$ cat config.mk
export PLATFORM = sky130hd
export DESIGN_NAME = escaped_path_decoder_flat
export DESIGN_NICKNAME = d
export VERILOG_FILES = /design/src/rtl/epd_pkg.sv /design/src/rtl/epd_if.sv /design/src/rtl/epd_front.sv /design/src/rtl/epd_queue.sv /design/src/rtl/epd_back.sv /design/src/rtl/escaped_path_decoder.sv /design/src/flat_wrapper.sv
export SDC_FILE = /design/constraint.sdc
export NUM_CORES = 1
export LEC_CHECK = 0
export ABC_AREA = 1
export BUFFER_PORTS_ARGS = -buffer_cell sky130_fd_sc_hd__buf_2
export CORE_UTILIZATION = 42
export DETAILED_ROUTE_END_ITERATION = 12
export SYNTH_ARGS = -nofsm -noshare
export SYNTH_HDL_FRONTEND = slang
export SYNTH_SLANG_ARGS = --single-unit
$ cat constraint.sdc
create_clock -name clk_i -period 4.38 [get_ports clk_i]
set_clock_uncertainty 0.05 [all_clocks]
set_input_delay 0.876 -clock clk_i [delete_from_list [all_inputs] [get_ports clk_i]]
set_output_delay 0.876 -clock clk_i [all_outputs]
set_load 0.02 [all_outputs]
$ cat src/rtl/epd_pkg.sv
// Shared types and constants of the escaped path decoder.
// No dependencies; the RTL and testbench files other than epd_if.sv refer to it by scoped names.
package epd_pkg;

  typedef enum logic [1:0] {
    MODE_NORMAL = 2'd0,
    MODE_ESCAPE = 2'd1,
    MODE_OCTAL  = 2'd2
  } mode_e;

  localparam logic [7:0] ChBackslash = 8'h5C;
  localparam logic [7:0] ChSpace     = 8'h20;
  localparam logic [7:0] ChZero      = 8'h30;
  localparam logic [7:0] ChSeven     = 8'h37;
  localparam logic [7:0] ChTab       = 8'h09;
  localparam logic [7:0] ChCr        = 8'h0D;
  localparam logic [7:0] ChLetterN   = 8'h6E;
  localparam logic [7:0] ChLetterR   = 8'h72;
  localparam logic [7:0] ChLetterT   = 8'h74;
  localparam logic [7:0] ChLetterB   = 8'h62;
  localparam logic [7:0] ChLetterF   = 8'h66;
  localparam logic [7:0] ChLetterV   = 8'h76;
  localparam logic [7:0] ChLf        = 8'h0A;
  localparam logic [7:0] ChBs        = 8'h08;
  localparam logic [7:0] ChFf        = 8'h0C;
  localparam logic [7:0] ChVt        = 8'h0B;

  localparam logic [1:0] OctalLastDigit = 2'd2;

  // One result beat before the last flag is attached.
  typedef struct packed {
    logic [7:0] out_byte;
    logic       path_end;
  } result_t;

  // Work for the back end: one or two result beats.
  typedef struct packed {
    logic    two;
    result_t r0;
    result_t r1;
  } cmd_t;

  // Outcome of handling a byte in normal mode.
  typedef struct packed {
    logic    emit;
    logic    esc;
    result_t res;
  } plain_t;

endpackage

$ cat src/rtl/epd_if.sv
// Handshake channels of the escaped path decoder: raw bytes in, decoded beats out.
// No dependencies.
interface epd_in_if;
  logic       valid;
  logic       ready;
  logic [7:0] in_byte;
  logic       end_of_input;

  modport source (output valid, output in_byte, output end_of_input, input ready);
  modport sink (input valid, input in_byte, input end_of_input, output ready);
endinterface

interface epd_out_if;
  logic       valid;
  logic       ready;
  logic [7:0] out_byte;
  logic       path_end;
  logic       last;

  modport source (output valid, output out_byte, output path_end, output last, input ready);
  modport sink (input valid, input out_byte, input path_end, input last, output ready);
endinterface

$ cat src/rtl/epd_front.sv
// Front end: accepts raw bytes, tracks escape and octal state, issues commands.
// Depends on epd_pkg and epd_in_if.
module epd_front (
  input  logic                clk_i,
  input  logic                rst_ni,
  epd_in_if.sink              in_i,
  input  logic                q_full_i,
  output logic                push_o,
  output epd_pkg::cmd_t       cmd_o
);

  epd_pkg::mode_e mode_q, mode_d;
  logic [7:0]     accum_q, accum_d;
  logic [1:0]     digits_q, digits_d;
  logic [1:0]     cnt;
  logic           accept;
  logic [7:0]     b;
  logic           eoi;
  logic           is_oct;
  logic [8:0]     esc_hit;
  epd_pkg::plain_t pl;

  function automatic epd_pkg::plain_t plain(input logic [7:0] v, input logic e);
    epd_pkg::plain_t p;
    p = '0;
    if (e || v == epd_pkg::ChSpace || (v >= epd_pkg::ChTab && v <= epd_pkg::ChCr)) begin
      p.emit = 1'b1;
      p.res.path_end = 1'b1;
    end else if (v == epd_pkg::ChBackslash) begin
      p.esc = 1'b1;
    end else begin
      p.emit = 1'b1;
      p.res.out_byte = v;
    end
    return p;
  endfunction

  // Known escape letters: {hit, decoded byte}
  function automatic logic [8:0] esc_map(input logic [7:0] v);
    logic [8:0] r;
    case (v)
      epd_pkg::ChBackslash: r = {1'b1, epd_pkg::ChBackslash};
      epd_pkg::ChSpace:     r = {1'b1, epd_pkg::ChSpace};
      epd_pkg::ChLetterN:   r = {1'b1, epd_pkg::ChLf};
      epd_pkg::ChLetterR:   r = {1'b1, epd_pkg::ChCr};
      epd_pkg::ChLetterT:   r = {1'b1, epd_pkg::ChTab};
      epd_pkg::ChLetterB:   r = {1'b1, epd_pkg::ChBs};
      epd_pkg::ChLetterF:   r = {1'b1, epd_pkg::ChFf};
      epd_pkg::ChLetterV:   r = {1'b1, epd_pkg::ChVt};
      default:              r = 9'd0;
    endcase
    return r;
  endfunction

  assign in_i.ready = ~q_full_i;
  assign accept     = in_i.valid & ~q_full_i;
  assign b          = in_i.in_byte;
  assign eoi        = in_i.end_of_input;
  assign is_oct     = (b >= epd_pkg::ChZero) && (b <= epd_pkg::ChSeven);
  assign esc_hit    = esc_map(b);
  assign pl         = plain(b, eoi);

  always_comb begin
    mode_d   = mode_q;
    accum_d  = accum_q;
    digits_d = digits_q;
    cnt      = 2'd0;
    cmd_o    = '0;
    case (mode_q)
      epd_pkg::MODE_ESCAPE: begin
        mode_d = epd_pkg::MODE_NORMAL;
        if (!eoi && esc_hit[8]) begin
          cmd_o.r0.out_byte = esc_hit[7:0];
          cnt = 2'd1;
        end else if (!eoi && is_oct) begin
          mode_d   = epd_pkg::MODE_OCTAL;
          accum_d  = {5'd0, b[2:0]};
          digits_d = 2'd1;
        end else begin
          // unknown escape or end of input: zero byte, then handle the byte as ordinary
          cmd_o.r1 = pl.res;
          if (pl.esc) begin
            mode_d = epd_pkg::MODE_ESCAPE;
            cnt = 2'd1;
          end else begin
            cnt = 2'd2;
          end
        end
      end
      epd_pkg::MODE_OCTAL: begin
        if (!eoi && is_oct) begin
          accum_d = {accum_q[4:0], b[2:0]};
          if (digits_q == epd_pkg::OctalLastDigit) begin
            cmd_o.r0.out_byte = accum_d;
            cnt      = 2'd1;
            mode_d   = epd_pkg::MODE_NORMAL;
            accum_d  = '0;
            digits_d = '0;
          end else begin
            digits_d = digits_q + 2'd1;
          end
        end else begin
          cmd_o.r0.out_byte = accum_q;
          cmd_o.r1 = pl.res;
          accum_d  = '0;
          digits_d = '0;
          if (pl.esc) begin
            mode_d = epd_pkg::MODE_ESCAPE;
            cnt = 2'd1;
          end else begin
            mode_d = epd_pkg::MODE_NORMAL;
            cnt = 2'd2;
          end
        end
      end
      default: begin
        mode_d   = pl.esc ? epd_pkg::MODE_ESCAPE : epd_pkg::MODE_NORMAL;
        cmd_o.r0 = pl.res;
        cnt      = {1'b0, pl.emit};
      end
    endcase
    cmd_o.two = (cnt == 2'd2);
  end

  assign push_o = accept & (cnt != 2'd0);

  always_ff @(posedge clk_i or negedge rst_ni) begin
    if (!rst_ni) begin
      mode_q   <= epd_pkg::MODE_NORMAL;
      accum_q  <= '0;
      digits_q <= '0;
    end else if (accept) begin
      mode_q   <= mode_d;
      accum_q  <= accum_d;
      digits_q <= digits_d;
    end
  end

  a_digits_bounded: assert property (@(posedge clk_i) disable iff (!rst_ni)
    digits_q != 2'd3)
    else $error("octal digit count out of range");
  a_digits_only_in_octal: assert property (@(posedge clk_i) disable iff (!rst_ni)
    mode_q != epd_pkg::MODE_OCTAL |-> digits_q == 2'd0 && accum_q == 8'd0)
    else $error("octal state left behind outside octal mode");

endmodule

$ cat src/rtl/epd_queue.sv
// Short command queue between the front and back ends, held in flip-flops.
// Depends on epd_pkg.
module epd_queue #(
  parameter int unsigned Depth = 2
) (
  input  logic          clk_i,
  input  logic          rst_ni,
  input  logic          push_i,
  input  epd_pkg::cmd_t cmd_i,
  input  logic          pop_i,
  output logic          full_o,
  output logic          empty_o,
  output epd_pkg::cmd_t head_o
);

  localparam int unsigned AW = (Depth > 1) ? $clog2(Depth) : 1;
  localparam int unsigned CW = $clog2(Depth + 1);

  epd_pkg::cmd_t   mem_q [Depth];
  logic [AW-1:0]   wr_q, rd_q;
  logic [CW-1:0]   count_q;

  function automatic logic [AW-1:0] bump(input logic [AW-1:0] p);
    return (p == AW'(Depth - 1)) ? '0 : p + AW'(1);
  endfunction

  assign full_o  = (count_q == CW'(Depth));
  assign empty_o = (count_q == '0);
  assign head_o  = mem_q[rd_q];

  always_ff @(posedge clk_i) begin
    if (push_i) begin
      mem_q[wr_q] <= cmd_i;
    end
  end

  always_ff @(posedge clk_i or negedge rst_ni) begin
    if (!rst_ni) begin
      wr_q    <= '0;
      rd_q    <= '0;
      count_q <= '0;
    end else begin
      if (push_i) begin
        wr_q <= bump(wr_q);
      end
      if (pop_i) begin
        rd_q <= bump(rd_q);
      end
      if (push_i && !pop_i) begin
        count_q <= count_q + CW'(1);
      end else if (pop_i && !push_i) begin
        count_q <= count_q - CW'(1);
      end
    end
  end

  a_no_push_full: assert property (@(posedge clk_i) disable iff (!rst_ni)
    full_o |-> !push_i)
    else $error("push into full queue");
  a_no_pop_empty: assert property (@(posedge clk_i) disable iff (!rst_ni)
    empty_o |-> !pop_i)
    else $error("pop from empty queue");

endmodule

$ cat src/rtl/epd_back.sv
// Back end: plays out each queued command as one or two output beats.
// Depends on epd_pkg and epd_out_if.
module epd_back (
  input  logic          clk_i,
  input  logic          rst_ni,
  input  logic          empty_i,
  input  epd_pkg::cmd_t head_i,
  output logic          pop_o,
  epd_out_if.source     out_o
);

  logic    idx_q, idx_d;
  logic    fire;
  epd_pkg::result_t cur;

  assign cur            = idx_q ? head_i.r1 : head_i.r0;
  assign out_o.valid    = ~empty_i;
  assign out_o.out_byte = cur.out_byte;
  assign out_o.path_end = cur.path_end;
  assign out_o.last     = ~head_i.two | idx_q;
  assign fire           = out_o.valid & out_o.ready;
  assign pop_o          = fire & out_o.last;

  always_comb begin
    idx_d = idx_q;
    if (fire) begin
      idx_d = ~out_o.last;
    end
  end

  always_ff @(posedge clk_i or negedge rst_ni) begin
    if (!rst_ni) begin
      idx_q <= 1'b0;
    end else begin
      idx_q <= idx_d;
    end
  end

  a_second_beat_needs_pair: assert property (@(posedge clk_i) disable iff (!rst_ni)
    idx_q |-> !empty_i && head_i.two)
    else $error("second beat without a two-beat command");

endmodule

$ cat src/rtl/escaped_path_decoder.sv
// Escaped path decoder. Takes one raw byte (or an end-of-input mark) per input beat and
// returns the decoded bytes of whitespace-separated paths, each path closed by a beat with
// path_end set; last marks the final beat caused by an input. A new input is accepted every
// cycle while the command queue (QueueDepth entries) has room: every result of an input takes
// its own output beat, so the output port sets the sustained rate. The escape state is updated
// in the same cycle the byte is taken, and the first result of an input can leave on the
// cycle after it was accepted.
module escaped_path_decoder #(
  parameter int unsigned QueueDepth = 2
) (
  input  logic      clk_i,
  input  logic      rst_ni,
  epd_in_if.sink    in_i,
  epd_out_if.source out_o
);

  logic          push, pop, full, empty;
  epd_pkg::cmd_t cmd, head;

  epd_front u_front (
    .clk_i    (clk_i),
    .rst_ni   (rst_ni),
    .in_i     (in_i),
    .q_full_i (full),
    .push_o   (push),
    .cmd_o    (cmd)
  );

  epd_queue #(
    .Depth (QueueDepth)
  ) u_queue (
    .clk_i   (clk_i),
    .rst_ni  (rst_ni),
    .push_i  (push),
    .cmd_i   (cmd),
    .pop_i   (pop),
    .full_o  (full),
    .empty_o (empty),
    .head_o  (head)
  );

  epd_back u_back (
    .clk_i   (clk_i),
    .rst_ni  (rst_ni),
    .empty_i (empty),
    .head_i  (head),
    .pop_o   (pop),
    .out_o   (out_o)
  );

endmodule

$ cat src/flat_wrapper.sv
// flat-port wrapper written by rule: the top's interface ports become plain ports
module escaped_path_decoder_flat 
#(
  parameter int unsigned QueueDepth = 2
)
  (clk_i, rst_ni, in_i_valid, in_i_in_byte, in_i_end_of_input, in_i_ready, out_o_valid, out_o_out_byte, out_o_path_end, out_o_last, out_o_ready);
  epd_in_if in_i_i ();
  epd_out_if out_o_i ();
  input  logic clk_i;
  input  logic rst_ni;
  input wire logic [$bits(in_i_i.valid)-1:0] in_i_valid;
  input wire logic [$bits(in_i_i.in_byte)-1:0] in_i_in_byte;
  input wire logic [$bits(in_i_i.end_of_input)-1:0] in_i_end_of_input;
  output wire logic [$bits(in_i_i.ready)-1:0] in_i_ready;
  output wire logic [$bits(out_o_i.valid)-1:0] out_o_valid;
  output wire logic [$bits(out_o_i.out_byte)-1:0] out_o_out_byte;
  output wire logic [$bits(out_o_i.path_end)-1:0] out_o_path_end;
  output wire logic [$bits(out_o_i.last)-1:0] out_o_last;
  input wire logic [$bits(out_o_i.ready)-1:0] out_o_ready;
  assign in_i_i.valid = in_i_valid;
  assign in_i_i.in_byte = in_i_in_byte;
  assign in_i_i.end_of_input = in_i_end_of_input;
  assign in_i_ready = in_i_i.ready;
  assign out_o_valid = out_o_i.valid;
  assign out_o_out_byte = out_o_i.out_byte;
  assign out_o_path_end = out_o_i.path_end;
  assign out_o_last = out_o_i.last;
  assign out_o_i.ready = out_o_ready;
  escaped_path_decoder #(.QueueDepth(QueueDepth)) u_core (.clk_i(clk_i), .rst_ni(rst_ni), .in_i(in_i_i), .out_o(out_o_i));
endmodule
### Word level (Yosys, flattened, before mapping)

Memories as Yosys holds them, arrays and structs flattened.
Cells that the tools add are included.
Widths: inputs -> output; s select.

| word-level totals | value |
|---|---|
| register bits after elaboration | 17 |
| latch bits | 0 |
| bits in writable memories | 38 |
| bits in read-only memories | 0 |
| bits of input ports | 13 |
| output and inout port bits | 12 |
| logic and storage cells | 104 |
| memories kept | 1 |

| operators by class | value |
|---|---|
| $add $sub $neg | 5 |
| multiply operators | 0 |
| div/mod/pow operators | 0 |
| order comparisons | 4 |
| equal/unequal tests | 16 |
| shifts and indexed selects | 0 |
| multiplexer cells | 44 |
| bitwise gates (word level) | 9 |
| reduce and logical (&&, ||, !) cells | 18 |

Memories:

| name | depth | width | read ports | clocked after memory_dff | wr ports | RTL line | RTL |
|---|---|---|---|---|---|---|---|
| u_core.u_queue.mem_q | 2 | 19 | 1 | 0 | 1 | epd_queue.sv:19 | `epd_pkg::cmd_t mem_q [Depth];` |

Operator list:

| operator | number |
|---|---|
| $pmux 9 s8 | 1 |
| $mux 8 | 8 |
| $eq 8x7->1 const B | 7 |
| $mux 9 | 4 |
| $pmux 8 s2 | 2 |
| $mux 2 | 14 |
| $pmux 9 s2 | 1 |
| $pmux 2 s2 | 3 |
| $mux 1 | 11 |
| $eq 2x2->1 const B | 4 |
| $eq 8x6->1 const B | 1 |
| $ge 8x4->1 const B | 1 |
| $ge 8x6->1 const B | 1 |
| $le 8x4->1 const B | 1 |
| $le 8x6->1 const B | 1 |
| $logic_and 1x1->1 | 6 |
| $reduce_bool 2->1 | 3 |
| $add 2x1->2 const B | 2 |
| $and 1x1->1 | 4 |
| $ne 2x2->1 const B | 2 |
| $not 1->1 | 4 |
| $reduce_and 4->1 | 1 |
| $logic_not 1->1 | 3 |
| $ne 3x3->1 const B | 1 |
| 8 further kinds | 10 |

### Depth between registers and ports, before layout

Gate-level depths: netlist (run 1).

| logic depth | value |
|---|---|
| word-level depth | 14 |
| depth in mapped cells | 18 |
| depth with buffers taken out | 18 |

### Cells and area by module

From an unflattened synthesis (run 1), not the netlist that was laid out.

| second synthesis, totals | value |
|---|---|
| cell total of the unflattened synthesis | 324 |
| area, all modules | 3049.2 um2 |

Modules (own cells, without submodules):

| module | instances | cells each | area each (um2) | seq. area each (um2) |
|---|---|---|---|---|
| epd_queue | 1 | 84 | 1655.3 | 1241.2 |
| epd_front | 1 | 199 | 1211.2 | 300.3 |
| epd_back | 1 | 41 | 182.7 | 25.0 |

### Worst setup path after synthesis (run 1)

OpenSTA, ideal clock, no wires.

| timing | value |
|---|---|
| path type | input port to flip-flop |
| start point | input in_i_in_byte[7] |
| end point | memory u_core.u_queue.mem_q[1][0] (netlist name), enable pin |
| arrival | 2.637 ns |
| required time | 3.935 ns |
| setup slack | 1.298 ns |
| cell stages on the path | 13 |
| cells stage by stage | inv_1 > nand2_1 > nor2_2 > nand2_1 > nand2_2 > nor2_4 > nand2_2 > nand3_1 > nand3_1 > nand2_1 > nand2_2 > nand2_2 > nor2_1 |

| on the way | value |
|---|---|
| cells in the longest elaborated chain, start to end | 12 |
| elaborated cells on any way between the ends | 32 |

RTL lines:

| item | RTL line | RTL |
|---|---|---|
| start: declaration | flat_wrapper.sv:12 | `input wire logic [$bits(in_i_i.in_byte)-1:0] in_i_in_byte;` |
| $ge 8x4->1, or another cell as far along | epd_front.sv:26 | `if (e \|\| v == epd_pkg::ChSpace \|\| (v >= epd_pkg::ChTab && v <= epd_pkg::ChCr)) begin` |
| $logic_and 1x1->1 or $logic_or 1x1->1 (tied branches) | epd_front.sv:26 |  |
| $logic_or 1x1->1 | epd_front.sv:26 |  |
| $mux 9 | epd_front.sv:26 |  |
| $mux 2 | epd_front.sv:82, epd_front.sv:107 |  |
| $mux 2 | epd_front.sv:75 | `end else if (!eoi && is_oct) begin` |
| $mux 2 | epd_front.sv:72 | `if (!eoi && esc_hit[8]) begin` |
| $pmux 2 s2 * | epd_front.sv:69 | `case (mode_q)` |
| $reduce_bool 2->1 * | epd_front.sv:125 | `assign push_o = accept & (cnt != 2'd0);` |
| $and 1x1->1 * | epd_front.sv:125 |  |
| $mux 1 * | epd_queue.sv:32 | `if (push_i) begin` |
| $mux 1 (not written as such) * | epd_queue.sv:33 | `mem_q[wr_q] <= cmd_i;` |
| end: declaration | epd_queue.sv:19 |  |

Mark *: on every way between the ends. The rest lies on a longest branch, timed or not.

### Final worst setup path (run 1)

| timing | value |
|---|---|
| start point | register u_core.u_queue.rd_q |
| end point | output out_o_out_byte[0] |

| on the way | value |
|---|---|
| cells in the longest elaborated chain, start to end | 2 |

RTL lines:

| item | RTL line | RTL |
|---|---|---|
| start: declaration | epd_queue.sv:20 | `logic [AW-1:0] wr_q, rd_q;` |
| start signal: assignment | epd_queue.sv:47 | `rd_q <= bump(rd_q);` |
| $mem_v2 2x19 | - |  |
| $mux 9 | epd_back.sv:16 | `assign cur = idx_q ? head_i.r1 : head_i.r0;` |
| end: declaration | flat_wrapper.sv:16 | `output wire logic [$bits(out_o_i.out_byte)-1:0] out_o_out_byte;` |

No other way between the ends.

==> results.py, run 1 <==
metrics = {
    "timing": {
        "hold_viol_final": 0,
        "max-slew-margin-rel": 0.5338,
        "grt_setup_unrepaired": "no",
        "drv_slew": 0,
        "clock.fmax_mhz": 305.0,
        "worstMarginPinSlew_ps": 698.5,
        "fin_crit_sh": 0.7486,
        "final-setup-viol-count": 0,
        "min_period_ps": 3279,
        "fin_setup_tns_ps": 0,
    },
    "floorplan": {
        "fp.dieH_um": 84.27,
        "core-area_um2": 6459,
        "io_pins": 25,
        "die-area_um2": 7101,
        "start_util": 0.4401,
        "num_rows": 29,
        "die_w_um": 84.27,
    },
    "cells_and_area": {
        "final.fill_count": 623,
        "syn2layout_area_growth_pct": 10.30,
        "seq_area_um2": 1567,
        "multi_input_area_um2": 1097,
        "nets": 353,
        "n_antenna_cell": 0,
        "fin_area_um2": 3136,
        "drive_gt1_frac": 0.1834,
    },
    "setup_path": {
        "r2r_setup_slack_ps": 1580,
        "slowest_delay_ps": 770,
        "critPathMaxFanout": 21,
        "r2r_cells": 9,
        "cp_data_required_time_ps": 3450,
        "r2r_start": "u_core.u_queue.rd_q$_DFFE_PN0P_",
        "worst-setup-path-type": "flop to output pin",
        "worst_setup_path_end_kind": "output pin",
        "r2r_end": "u_core.u_queue.count_q[1]$_DFFE_PN0P_",
        "cp_cell_sequence": "clkinv_1, o21ai_0, o22ai_1, buf_2",
        "startpoint_type": "flop",
        "cp_data_arrival_time_ps": 2350,
        "slowest_stage": "dfrtp_1",
    },
    "cts": {
        "clock_sinks": 55,
        "clockBufferDepth": 2,
        "path_clk_slew_ps": 100,
        "cts_root_buf": "clkbuf_8",
        "cts_tree": "yes",
        "cts_resized": 0,
        "postCtsHoldBufs": 0,
        "cts_setup_buffers": 0,
        "h-tree-depth": 2,
        "clock_latency_ps": 310,
        "numCtsBuffers": 5,
    },
    "logic_synthesis": {
        "syn_area_per_cell_um2": 9.111,
        "synthesis.nets": 328,
        "synth-main-ff-cell": "edfxtp_1",
        "synth_warnings": 0,
        "ys_seq_elements": 55,
        "synth.distinct_cells": 34,
        "synth_cells": 312,
        "ys_seq_area_frac": 0.5511,
        "netlist_area_um2": 2843,
        "synth_enable_flop_cells": 38,
        "synth-async-reset-ratio": 0.3091,
    },
    "power_and_ir_drop": {
        "power.switching_uw": 600.6,
        "p_int_uw": 963.5,
        "p_comb_frac": 0.336,
        "power_frac_clock": 0.190,
        "p_leak_uw": 0.001339,
        "switching_share": 0.3840,
        "seq_power_share": 0.474,
        "vdd.ir_drop.worst_uv": 147.2,
        "power.density_nw_per_um2": 498.8,
    },
    "placement": {
        "place_congestion": 0.8965,
        "port_buffers": 24,
        "placed_cell_area_um2": 3038,
        "place_hpwl_um": 4488,
    },
    "grt": {
        "grtUsageTotal": 0.1826,
        "grt_start_max_net_pins": 22,
        "grt-ovfl-total": 0,
        "antenna_found_initial": 0,
        "grt_pass1_wl_um": 9908,
        "grt_pass1_vias": 1959,
        "grtUsageMet2": 0.2809,
        "busiest_layer": "met2",
        "grt_use_met3": 0.03736,
        "grt_use_met1": 0.2567,
    },
    "routing": {
        "dr.pass1.iters": 8,
        "wl_per_cell_um": 14.79,
        "vias": 2224,
        "drtIter0Drc": 134,
        "ant_nets": 0,
        "via_per_inst": 5.359,
        "routed_wl_um": 6139,
        "drc": 6,
    },
    "hold_path": {
        "hp-class": "primary input to async pin",
    },
    "outcome": {
        "violations": "DRC",
        "status": "finished, violations left",
    },
    "job": {
        "maxCapViolCount": 0,
    },
}
logic make-up after synthesis:
family,after synthesis,share of synthesized area
compound gates,64,0.1382
xor+xnor,3,0.009245
fa+ha+maj,3,0.01321
buf+inv,47,0.06294
flops,55,0.5511
simple gates,140,0.2254
stage by stage:
step / util / power [µW] / instances / setup WS (ps) / hold WS (ps)
finish: 0.4855 / 1564 / 415 / 1101 / 425.8
global route: 0.4855 / 1660 / 415 / 912.5 / 445.7
CTS: 0.4855 / 1580 / 415 / 1071 / 433.0
detailed placement: 0.4704 / 1285 / 407 / 1013 / 414.4
global placement: 0.4704 / 1278 / 407 / 1075 / 412.0
floorplan: - / 1114 / 312 / 1298 / 391.9
cell usage in the layout (no fill, tap or decap), drive strengths merged, types with 5 or more instances in the layout:
| cell | netlist | routed |
|---|---|---|
| a21oi | 5 | 5 |
| buf | 3 | 25 |
| clkbuf | 4 | 5 |
| dfrtp | 17 | 17 |
| edfxtp | 38 | 38 |
| inv | 38 | 39 |
| nand2 | 61 | 61 |
| nand3 | 18 | 18 |
| nor2 | 50 | 50 |
| nor3 | 7 | 7 |
| o21ai | 33 | 33 |
| o22ai | 10 | 10 |
flip-flops by register name (all words and copies together) (netlist names):
register / cells
u_core.u_queue.count_q: 2
u_core.u_front.mode_q: 2
u_core.u_queue.mem_q: 38
u_core.u_front.accum_q: 8
u_core.u_back.idx_q: 1
u_core.u_queue.wr_q: 1
u_core.u_queue.rd_q: 1
u_core.u_front.digits_q: 2
cells in the mapped netlist, types with 3 or more instances:
cell	n	area share
nand2_1	49	0.065
nor2_1	43	0.057
edfxtp_1	38	0.40
inv_1	32	0.042
o21ai_0	30	0.053
dfrtp_1	17	0.15
nand3_1	17	0.030
nand2_2	11	0.024
o22ai_1	10	0.022
inv_2	6	0.0079
nor2_2	6	0.013
nor3_1	6	0.011
a21oi_1	5	0.0088
a22oi_1	4	0.011
clkbuf_1	4	0.0053
o221ai_1	4	0.012
ha_1	3	0.013
o21ai_1	3	0.0053
layout make-up:
cell class / count / area share
inverters: 40 / 0.04789
flip-flops and latches: 55 / 0.4996
repair buffers: 25 / 0.04070
clock buffers: 5 / 0.02195
multi-input cells: 210 / 0.3500
clock inverters: 3 / 0.009178
well taps: 77 / 0.03073
routing by layer:
metal,vias to the layer above,wire (µm)
met3,11,263
met4,0,106
met5,-,0
li1,1124,-
met1,1028,3010
met2,61,2758
worst max path at each step:
| stage | start | endpoint | slack (ps) | depth (start not counted) |
|---|---|---|---|---|
| 2_1_floorplan | in_i_in_byte[7] | u_core.u_queue.mem_q[1][0]$_DFFE_PP_ | 1300 | 13 |
| 3_3_place_gp | in_i_in_byte[6] | u_core.u_queue.mem_q[0][6]$_DFFE_PP_ | 1080 | 12 |
| 3_5_place_dp | in_i_in_byte[6] | u_core.u_queue.mem_q[0][15]$_DFFE_PP_ | 1010 | 12 |
| 4_1_cts | u_core.u_queue.rd_q$_DFFE_PN0P_ | out_o_out_byte[0] | 1070 | 4 |
| 5_1_grt | u_core.u_queue.rd_q$_DFFE_PN0P_ | out_o_out_byte[2] | 910 | 4 |
| 6_report | u_core.u_queue.rd_q$_DFFE_PN0P_ | out_o_out_byte[0] | 1100 | 4 |
power groups by stage:
stage / logic [µW] / registers, µW / clock network [µW]
floorplan: 402 / 711 / 0
CTS: 532 / 742 / 305
global route: 584 / 754 / 322
finish: 526 / 741 / 297
detailed placement: 532 / 753 / 0
global placement: 525 / 753 / 0
critical path: cells and delay by family (launching register included):
kind            cells  cell delay (ps)
buf+inv             2              790
flops               1              770
compound gates      2              490
(Power assumes the default switching activity.)
==> run 2: changes to the inputs <==
clock period = 3.4 ns   (was 4.38 ns; I/O delays follow)
==> run 2 against run 1 <==
  * The run still ends with DRC left
  * Sequential share of layout area decreased by 0.55 points
  * First-iteration DRC count shrank 9.7%
  * Die area unchanged
  * Via count grew 0.67%
  * Sequential cell count is the same
  * Highest routed layer unchanged
  * Critical path depth is 1 higher
  * Utilization rose by 0.54 points
==> results.py, run 2 (same netlist as run 1, synthesis figures left out) <==
metrics = {
    "cts": {
        "cts_root_buf": "clkbuf_8",
        "postCtsHoldBufs": 0,
        "cts_setup_buffers": 0,
        "numCtsBuffers": 5,
        "clockBufferDepth": 2,
        "h-tree-depth": 2,
        "cts_resized": 0,
        "cts_tree": "yes",
        "clock_sinks": 55,
        "clock_latency_ps": 300,
        "path_clk_slew_ps": 100,
    },
    "power_and_ir_drop": {
        "p_leak_uw": 0.001355,
        "power.density_nw_per_um2": 656.0,
        "vdd.ir_drop.worst_uv": 201.6,
    },
    "cells_and_area": {
        "final_common_cell": "nand2_1",
        "drive_gt1_frac": 0.1877,
        "regMostFlops": "u_core.u_queue.mem_q",
        "final.fill_count": 635,
        "reg_top3": "u_core.u_queue.mem_q (38), u_core.u_front.accum_q (8)",
        "largest_reg_flops": 38,
        "n_antenna_cell": 0,
        "fin_util": 0.4909,
        "syn2layout_area_growth_pct": 11.53,
        "nets": 356,
        "layout_common_cells": "nand2_1, nor2_1, edfxtp_1",
        "multi_input_area_um2": 1097,
        "seq_area_um2": 1567,
    },
    "routing": {
        "vias": 2239,
        "wl_per_cell_um": 14.84,
        "routed_wl_um": 6203,
        "drc": 6,
        "route.met2.wl_um": 2835,
        "highest_layer": "met4",
        "ant_nets": 0,
        "drtIter0Drc": 121,
        "met3_length_um": 271,
        "via_per_inst": 5.356,
        "dr.pass1.iters": 8,
        "drt-met1-wl_um": 2955,
    },
    "timing": {
        "fin_setup_tns_ps": 0,
        "min_period_ps": 2673,
        "grt_setup_unrepaired": "no",
        "final-setup-viol-count": 0,
        "hold_viol_final": 0,
        "clock.fmax_mhz": 374.1,
        "max-slew-margin-rel": 0.6588,
        "fin_crit_sh": 0.7863,
        "drv_slew": 0,
        "worstMarginPinSlew_ps": 507.1,
        "setup_ws_ps": 726.6,
    },
    "grt": {
        "grt-ovfl-total": 0,
        "antenna_found_initial": 0,
        "grt_pass1_vias": 2121,
        "grt_start_max_net_pins": 22,
        "grt_pass1_wl_um": 10390,
        "grtUsageTotal": 0.1887,
    },
    "floorplan": {
        "io_pins": 25,
        "start_util": 0.4401,
        "die-area_um2": 7101,
        "die_w_um": 84.27,
        "core-area_um2": 6459,
        "fp.dieH_um": 84.27,
        "num_rows": 29,
    },
    "setup_path": {
        "startpoint_type": "flop",
        "cp_data_arrival_time_ps": 1940,
        "cp_cell_sequence": "buf_4, clkinv_1, o21ai_0, o22ai_1, buf_2",
        "worst_setup_path_end_kind": "output pin",
        "critical_path.startpoint": "u_core.u_queue.rd_q$_DFFE_PN0P_",
        "worst-setup-path-type": "flop to output pin",
        "slowest_stage": "clkinv_1",
        "cp_data_required_time_ps": 2670,
        "cpLargestDelayFamily": "buffers and inverters",
        "critPathMaxFanout": 21,
        "cp.buffers_inverters": 3,
        "slowest_delay_ps": 460,
        "r2r_start": "u_core.u_queue.rd_q$_DFFE_PN0P_",
    },
    "hold_path": {
        "hp-class": "primary input to async pin",
    },
    "placement": {
        "place_congestion": 0.8339,
        "place_hpwl_um": 4544,
        "port_buffers": 24,
        "pre_cts_slack_ps": 493.8,
    },
    "outcome": {
        "status": "finished, violations left",
        "violations": "DRC",
    },
    "job": {
        "maxCapViolCount": 0,
    },
}
## run 2: per-layer routing
layer / GRT usage / vias up
li1: - / 1128
met1: 0.2716 / 1041
met2: 0.2899 / 57
met3: 0.02852 / 13
met4: 0.07053 / 0
met5: 0 / -
## run 2: per-stage QoR
step	cell area [µm²]	total power, µW	hold slack [ps]	std cells
6_report	3171	2080	247.0	418
2_1_floorplan	2843	1435	334.4	312
4_1_cts	3171	2101	254.0	418
3_5_place_dp	3060	1678	415.4	410
3_3_place_gp	3060	1666	406.9	410
5_1_grt	3171	2216	273.3	418
## run 2: where the power goes
part / total, µW / switching, µW / internal, µW
combinational: 727 / 497 / 230
clock: 431 / 211 / 220
sequential: 921 / 50.5 / 871
## run 2: area by class of cell
class                      count  share of cell area
clock buffer                   6             0.02289
inverter                      40             0.04736
tap                           77             0.03039
timing repair buffer          28             0.04736
sequential                    55              0.4941
multi-input combinational    210              0.3461
clock inverter                 2             0.01184
## run 2: worst paths after layout
kind	endpoint	slack [ps]	cells after the start
hold reg to reg	u_core.u_queue.wr_q$_DFFE_PN0P_	430	2
setup reg to reg	u_core.u_queue.count_q[1]$_DFFE_PN0P_	940	10
min in group clk_i	u_core.u_queue.wr_q$_DFFE_PN0P_	430	2
setup / recovery	out_o_out_byte[0]	730	5
hold / removal	u_core.u_front.digits_q[1]$_DFFE_PN0P_	250	1
max in group asynchronous	u_core.u_front.accum_q[1]$_DFFE_PN0P_	2760	1
